===== config.mk =====
export PLATFORM = sky130hd
export DESIGN_NAME = scp_reduce
export DESIGN_NICKNAME = d
export VERILOG_FILES = /design/src/hdl/sine_cosine_polynomial_assert.svh /design/src/hdl/scp_pkg.sv /design/src/hdl/scp_reduce.sv
export SDC_FILE = /design/constraint.sdc
export NUM_CORES = 2
export LEC_CHECK = 0
export ABC_CLOCK_PERIOD_IN_PS = 6900
export BUFFER_PORTS_ARGS = -buffer_cell sky130_fd_sc_hd__buf_2
export CAP_MARGIN = 15
export CORE_MARGIN = 2
export CORE_UTILIZATION = 55
export DETAILED_ROUTE_END_ITERATION = 8
export PLACE_DENSITY = 0.71
export SETUP_SLACK_MARGIN = 0.15
export SLEW_MARGIN = 20
export SYNTH_ARGS = -nofsm -noshare
export SYNTH_HDL_FRONTEND = slang
export SYNTH_SLANG_ARGS = --single-unit
export TNS_END_PERCENT = 100

===== constraint.sdc =====
create_clock -name clk -period 6.9 [get_ports clk]
set_clock_uncertainty 0.2 [all_clocks]
set_input_delay 1.035 -clock clk [delete_from_list [all_inputs] [get_ports clk]]
set_output_delay 1.035 -clock clk [all_outputs]
set_load 0.02 [all_outputs]

===== src/hdl/sine_cosine_polynomial_assert.svh =====
// Assertion macros for the sine / cosine polynomial block
`ifndef SINE_COSINE_POLYNOMIAL_ASSERT_SVH
`define SINE_COSINE_POLYNOMIAL_ASSERT_SVH

// Check cons at every edge at which ante holds, outside reset
`define SCP_ASSERT_IMPL(label, ante, cons, msg) \
  label: assert property (@(posedge clk) disable iff (!rst_n) (ante) |-> (cons)) \
    else $error(msg);

// Check cond at every edge, outside reset
`define SCP_ASSERT_HOLD(label, cond, msg) \
  label: assert property (@(posedge clk) disable iff (!rst_n) (cond)) else $error(msg);

`endif


===== src/hdl/scp_pkg.sv =====
// Shared types, constants and coefficient tables of the sine / cosine polynomial block
package scp_pkg;

  localparam logic [63:0]  PI58      = 64'd905502432259640358;
  localparam logic [63:0]  HALF58    = 64'd452751216129820179;
  localparam logic [63:0]  TAU58     = 64'd1811004864519280716;
  localparam logic [31:0]  INV_TAU32 = 32'd683565275;
  localparam logic [63:0]  ONE60     = 64'd1152921504606846976;
  localparam logic [127:0] ROUND60   = 128'd576460752303423488;
  localparam logic [63:0]  ROUND30   = 64'd536870912;
  localparam logic [30:0]  SAT30     = 31'd1073741824;

  localparam int RED_STAGES = 7;
  localparam int MAC_STAGES = 5;
  localparam int NUM_MAC    = 9;

  typedef logic [3:0] step_t;

  typedef struct packed {
    logic        is_sin;
    logic        neg;
    logic [63:0] x60;
    logic [63:0] y;
  } side_t;

  // q times 2*pi in Q.58
  function automatic logic [63:0] tau_mult(input logic [2:0] q);
    logic [63:0] t;
    case (q)
      3'd0:    t = '0;
      3'd1:    t = TAU58;
      3'd2:    t = TAU58 * 64'd2;
      3'd3:    t = TAU58 * 64'd3;
      3'd4:    t = TAU58 * 64'd4;
      3'd5:    t = TAU58 * 64'd5;
      3'd6:    t = TAU58 * 64'd6;
      default: t = TAU58 * 64'd7;
    endcase
    return t;
  endfunction

  // Inverse-factorial coefficients in Q.60
  function automatic logic signed [63:0] coef(input logic is_sin, input logic [2:0] idx);
    logic signed [63:0] c;
    if (is_sin) begin
      case (idx)
        3'd0:    c = 64'sd1152921504606846976;
        3'd1:    c = -64'sd192153584101141163;
        3'd2:    c = 64'sd9607679205057058;
        3'd3:    c = -64'sd228754266787073;
        3'd4:    c = 64'sd3177142594265;
        3'd5:    c = -64'sd28883114493;
        3'd6:    c = 64'sd185148170;
        default: c = -64'sd881658;
      endcase
    end else begin
      case (idx)
        3'd0:    c = 64'sd1152921504606846976;
        3'd1:    c = -64'sd576460752303423488;
        3'd2:    c = 64'sd48038396025285291;
        3'd3:    c = -64'sd1601279867509510;
        3'd4:    c = 64'sd28594283348384;
        3'd5:    c = -64'sd317714259426;
        3'd6:    c = 64'sd2406926208;
        default: c = -64'sd13224869;
      endcase
    end
    return c;
  endfunction

  // Term added after the product: none for the square and the final x multiply
  function automatic logic signed [63:0] mac_addend(input logic is_sin, input step_t step);
    logic signed [63:0] a;
    a = '0;
    if (step inside {[4'd1:4'd7]}) begin
      a = coef(is_sin, 3'(4'd7 - step));
    end
    return a;
  endfunction

endpackage


===== src/hdl/scp_reduce.sv =====
// Range reduction modulo 2*pi and folding about pi and pi/2, seven elastic stages
module scp_reduce (
  input  logic                clk,
  input  logic                rst_n,
  input  logic                in_valid,
  output logic                in_ready,
  input  logic                in_op,
  input  logic signed [31:0]  in_angle,
  output logic                out_valid,
  input  logic                out_ready,
  output scp_pkg::side_t      out_side
);

  logic        v_r      [scp_pkg::RED_STAGES];
  logic        rdy      [scp_pkg::RED_STAGES];
  logic        sin_r    [scp_pkg::RED_STAGES];
  logic        sgn_in_r [4];

  logic [31:0] mag0_r, mag1_r, mag2_r;
  logic [2:0]  q1_r;
  logic [63:0] tsel2_r, rem3_r, rem4_r, rem5_r, x60_r;
  logic        neg4_r, neg5_r, neg6_r;

  logic [31:0] mag_nxt;
  logic [63:0] prod_nxt;
  logic [63:0] tq_nxt, tsel_nxt, rem3_nxt, rem4_nxt, rem5_nxt, rem6_nxt;
  logic        gt_nxt, neg5_nxt, neg6_nxt;

  always_comb begin
    rdy[scp_pkg::RED_STAGES-1] = !v_r[scp_pkg::RED_STAGES-1] || out_ready;
    for (int i = scp_pkg::RED_STAGES - 2; i >= 0; i--) begin
      rdy[i] = !v_r[i] || rdy[i+1];
    end
  end

  assign in_ready  = rdy[0];
  assign out_valid = v_r[scp_pkg::RED_STAGES-1];

  always_comb begin
    mag_nxt  = in_angle[31] ? 32'(-in_angle) : 32'(in_angle);
    prod_nxt = mag0_r * scp_pkg::INV_TAU32;
    // correct a quotient estimate that overshoots
    tq_nxt   = scp_pkg::tau_mult(q1_r);
    gt_nxt   = (q1_r != 3'd0) && (tq_nxt > {mag1_r, 32'b0});
    tsel_nxt = gt_nxt ? scp_pkg::tau_mult(q1_r - 3'd1) : tq_nxt;
    rem3_nxt = {mag2_r, 32'b0} - tsel2_r;
    rem4_nxt = (rem3_r >= scp_pkg::TAU58) ? rem3_r - scp_pkg::TAU58 : rem3_r;
    rem5_nxt = rem4_r;
    neg5_nxt = neg4_r;
    if (rem4_r > scp_pkg::PI58) begin
      rem5_nxt = scp_pkg::TAU58 - rem4_r;
      neg5_nxt = neg4_r ^ sin_r[4];
    end
    rem6_nxt = rem5_r;
    neg6_nxt = neg5_r;
    if (rem5_r > scp_pkg::HALF58) begin
      rem6_nxt = scp_pkg::PI58 - rem5_r;
      neg6_nxt = neg5_r ^ !sin_r[5];
    end
  end

  always_ff @(posedge clk) begin
    if (!rst_n) begin
      for (int i = 0; i < scp_pkg::RED_STAGES; i++) begin
        v_r[i] <= 1'b0;
      end
    end else begin
      if (rdy[0]) begin
        v_r[0] <= in_valid;
      end
      for (int i = 1; i < scp_pkg::RED_STAGES; i++) begin
        if (rdy[i]) begin
          v_r[i] <= v_r[i-1];
        end
      end
    end
  end

  always_ff @(posedge clk) begin
    if (rdy[0]) begin
      sin_r[0]    <= in_op;
      sgn_in_r[0] <= in_angle[31];
      mag0_r      <= mag_nxt;
    end
    for (int i = 1; i < scp_pkg::RED_STAGES; i++) begin
      if (rdy[i]) begin
        sin_r[i] <= sin_r[i-1];
      end
    end
    for (int i = 1; i < 4; i++) begin
      if (rdy[i]) begin
        sgn_in_r[i] <= sgn_in_r[i-1];
      end
    end
    if (rdy[1]) begin
      q1_r   <= prod_nxt[60:58];
      mag1_r <= mag0_r;
    end
    if (rdy[2]) begin
      tsel2_r <= tsel_nxt;
      mag2_r  <= mag1_r;
    end
    if (rdy[3]) begin
      rem3_r <= rem3_nxt;
    end
    if (rdy[4]) begin
      rem4_r <= rem4_nxt;
      neg4_r <= sin_r[3] && sgn_in_r[3];
    end
    if (rdy[5]) begin
      rem5_r <= rem5_nxt;
      neg5_r <= neg5_nxt;
    end
    if (rdy[6]) begin
      x60_r  <= {rem6_nxt[61:0], 2'b00};
      neg6_r <= neg6_nxt;
    end
  end

  always_comb begin
    out_side.is_sin = sin_r[scp_pkg::RED_STAGES-1];
    out_side.neg    = neg6_r;
    out_side.x60    = x60_r;
    out_side.y      = '0;
  end

endmodule


==> flow_summary_export.csv <==
group,metric,value,unit
status,status,"finished, final reports clean",
cells_and_area,final-seq-area,11700,sq um
critical_path,r2r_end,"q1_r[0]$_DFFE_PP_",
clock_tree,clkSinkCount,391,
clock_tree,clk_latency,0.62,ns
hold_path,whs_path_depth,0,
critical_path,arrival,6.80,ns
die,core_area,66800,sq um
critical_path,r2r_cells,24,
synthesis,syn-instance-count,3408,
hold_path,hold_path_class,"reg -> reg",
sta,setup_tns,0,ns
routing,viasPerCell,5.40,
clock_tree,numCtsBuffers,46,
routing,first_pass_iters,5,
synthesis,ys.flop_type,"edfxtp_1",
synthesis,syn_area,36900,sq um
critical_path,path_cells,"buf_4 -> inv_1 -> buf_4 -> fa_1 -> inv_1 -> fa_1 -> ha_1 -> inv_1 -> fa_1 -> inv_1 -> fa_2 -> fa_2 -> fa_1 -> inv_1 -> fa_1 -> inv_1 -> ha_4 -> nand4_1 -> a311oi_2 -> buf_4 -> nor2_1 -> o211a_1 -> o21ai_1 -> xor2_1",
clock_tree,cts-root-buf,"clkbuf_16",
cells_and_area,nets,4474,
sta,hold_viol,0,
critical_path,crit_path_end_kind,"register",
routing,drt-initial-drc-count,1641,
critical_path,r2r-start,"mag0_r[4]$_DFFE_PN_",
sta,rsz0062_at_grt,"true",
placement,dp_hpwl,69300,um
synthesis,yosysWarnings,0,
sta,post-route-period-util,96.3,%
sta,max_slew.worst_pin.slew,1.11,ns
grt,first_global_vias,25100,
critical_path,crit_type,"reg -> reg",
sta,max_freq,150,MHz
routing,routedWlPerCell,18.6,um
critical_path,reg2reg_setup_slack,0.25,ns
routing,ant_nets,0,
flow_run,drv_cap,0,
die,start_util,55.3,%
grt,grt_remaining_overflow,0,
die,chipHeight,263,um
sta,setup_viol,0,
grt,grt_pass1_wl,134000,um
critical_path,cp.depth,24,
grt,track_usage,24.8,%
critical_path,cp-startpoint,"mag0_r[4]$_DFFE_PN_",
cells_and_area,layout-drive-gt1-share,13.0,%
placement,gp_congestion,0.960,
cells_and_area,layout_common_cells,"662 x inv_1, 395 x ha_1, 386 x edfxtp_1",
grt,antenna_found_initial,0,
die,placementRows,95,
clock_tree,clockBufferDepth,3,
clock_tree,ctsHtreeMaxLevel,2,
clock_tree,path_clk_slew,0.07,ns
synthesis,ys_ff_latch,391,
critical_path,endpoint,"q1_r[0]$_DFFE_PP_",
critical_path,cp_num_buf_inv,9,
critical_path,path_max_fanout,2,
synthesis,async_flop_share,0,%
cells_and_area,final_common_cell,"inv_1",
synthesis,synth_seq_area_share,31.6,%
critical_path,crit_slowest_cell,"fa_2",
clock_tree,cts_hold_buf,0,
critical_path,crit_top_cell,"inv_1",
critical_path,setup.worst_path.start_class,"register",
routing,drc_errors,0,
die,die-area,69300,sq um
clock_tree,cts_tree,"yes",
synthesis,synth.distinct_cells,87,
cells_and_area,multi_input_area,22800,sq um
die,die_w,263,um
critical_path,slowest_delay,0.58,ns
cells_and_area,fillers,5297,
grt,grt_max_degree,65,
sta,slew-limit-headroom,25.7,%
routing,vias,24400,
cells_and_area,diodes,0,
cells_and_area,syn_to_final_growth,11.7,%
synthesis,synth-edff-count,386,
sta,fin_crit,6.65,ns
critical_path,crit_family,"adder cells",
synthesis,synth.avg_cell_area,10.8,sq um
die,io_pins,169,
routing,drt-total-wl,84200,um
placement,io_buffer_count,101,
critical_path,required,7.05,ns
sta,drv_slew,0,
==> timing repair <==
action	4_1_cts	5_1_grt
setup endpoints to repair	3	3
setup buffers	7	32
pin swaps	7	110
hold endpoints to repair	0	0
gates resized for setup	18	133
==> per-stage QoR <==
step / setup slack [ns] / instance area (sq um) / hold slack (ns) / std cells / util, %
floorplan: 0.301 / 37200 / 0.200 / 3474 / -
global placement: 0.108 / 38700 / 0.202 / 4399 / 57.9
detailed placement: 0.0525 / 38700 / 0.205 / 4399 / 57.9
CTS: 0.151 / 40400 / 0.212 / 4491 / 60.4
global route: 0.0762 / 41300 / 0.231 / 4523 / 61.8
finish: 0.253 / 41300 / 0.218 / 4523 / 61.8
==> worst min path at each step <==
stage | endpoint | start
2_1_floorplan | sgn_in_r[1]$_DFFE_PP_ | sgn_in_r[0]$_DFFE_PN_
3_3_place_gp | sin_r[2]$_DFFE_PP_ | sin_r[1]$_DFFE_PP_
3_5_place_dp | sin_r[2]$_DFFE_PP_ | sin_r[1]$_DFFE_PP_
4_1_cts | mag2_r[18]$_DFFE_PP_ | mag1_r[18]$_DFFE_PP_
5_1_grt | sin_r[1]$_DFFE_PP_ | sin_r[0]$_DFFE_PN_
6_report | sin_r[2]$_DFFE_PP_ | sin_r[1]$_DFFE_PP_
==> registers in the layout, indices dropped and copies added, names as in the netlist <==
register,flops
neg6_r,1
rem3_r,62
rem4_r,62
v_r,7
sgn_in_r,4
mag0_r,32
tsel2_r,24
mag2_r,32
mag1_r,32
q1_r,3
neg4_r,1
sin_r,7
x60_r,61
neg5_r,1
rem5_r,62
==> final cells by class <==
class / count / area share, %
Multi-Input combinational cell: 2255 / 55.2
Sequential cell: 391 / 28.3
Inverter: 691 / 6.31
Timing Repair Buffer: 228 / 3.63
Clock buffer: 49 / 2.82
Tap cell: 873 / 2.65
Clock inverter: 36 / 1.04
==> layer usage <==
layer	global-route usage [%]	vias up	wire length, um
li1	-	11700	-
met1	30.9	11900	33800
met2	43.3	656	42200
met3	3.79	186	4200
met4	10.3	0	3940
met5	0	-	0
==> cell families (layout without fill, tap and decap cells) <==
kind of cell             count (synthesis)  count (layout)  share of synthesized area [%]
adder cells (fa/ha/maj)                825             825                           35.8
buffers and inverters                  828            1004                           9.16
multiplexers                             6               6                          0.179
XOR/XNOR                               266             266                           6.33
flip-flops                             391             391                           31.6
AND/OR/NAND/NOR                        628             628                           8.56
other                                    1              67                         0.0101
AO/OA/AOI/OAI                          463             463                           8.31
==> cell usage after synthesis, drive strengths merged (7+ instances only) <==
library cell,number,area [sq um]
xor2,113,990
o21a,23,173
o31ai,27,208
nor4,28,200
nand4b,7,61.3
o21bai,8,60.1
nor2,153,574
and3,21,131
nand2,155,584
fa,388,7770
o211ai,11,82.6
o31a,7,61.3
a21oi,118,591
nor3,60,300
buf,80,576
or4,18,135
a211o,7,61.3
a21boi,9,67.6
a2111oi,7,86.3
o41ai,12,113
or2,12,75.1
nor3b,11,82.6
clkbuf,57,214
a31oi,27,169
a211oi,17,138
inv,690,2590
nand3,47,235
edfxtp,386,11600
o21ai,102,514
and2,10,62.6
nand2b,21,131
or3,17,106
nand4,30,188
ha,436,5460
a21o,45,339
xnor2,153,1350
nor2b,19,119
==> worst register-to-register path: stages, from the launching register on <==
cell	delay (ns)
edfxtp_1	0.42
buf_4	0.13
inv_1	0.07
buf_4	0.16
fa_1	0.50
inv_1	0.05
fa_1	0.51
ha_1	0.14
inv_1	0.05
fa_1	0.54
inv_1	0.05
fa_2	0.58
fa_2	0.49
fa_1	0.57
inv_1	0.06
fa_1	0.50
inv_1	0.06
ha_4	0.27
nand4_1	0.11
a311oi_2	0.26
buf_4	0.21
nor2_1	0.05
o211a_1	0.21
o21ai_1	0.09
xor2_1	0.09
Power is not shown: default switching activity piles up to over one toggle a cycle in this logic, so the estimate is an artifact.
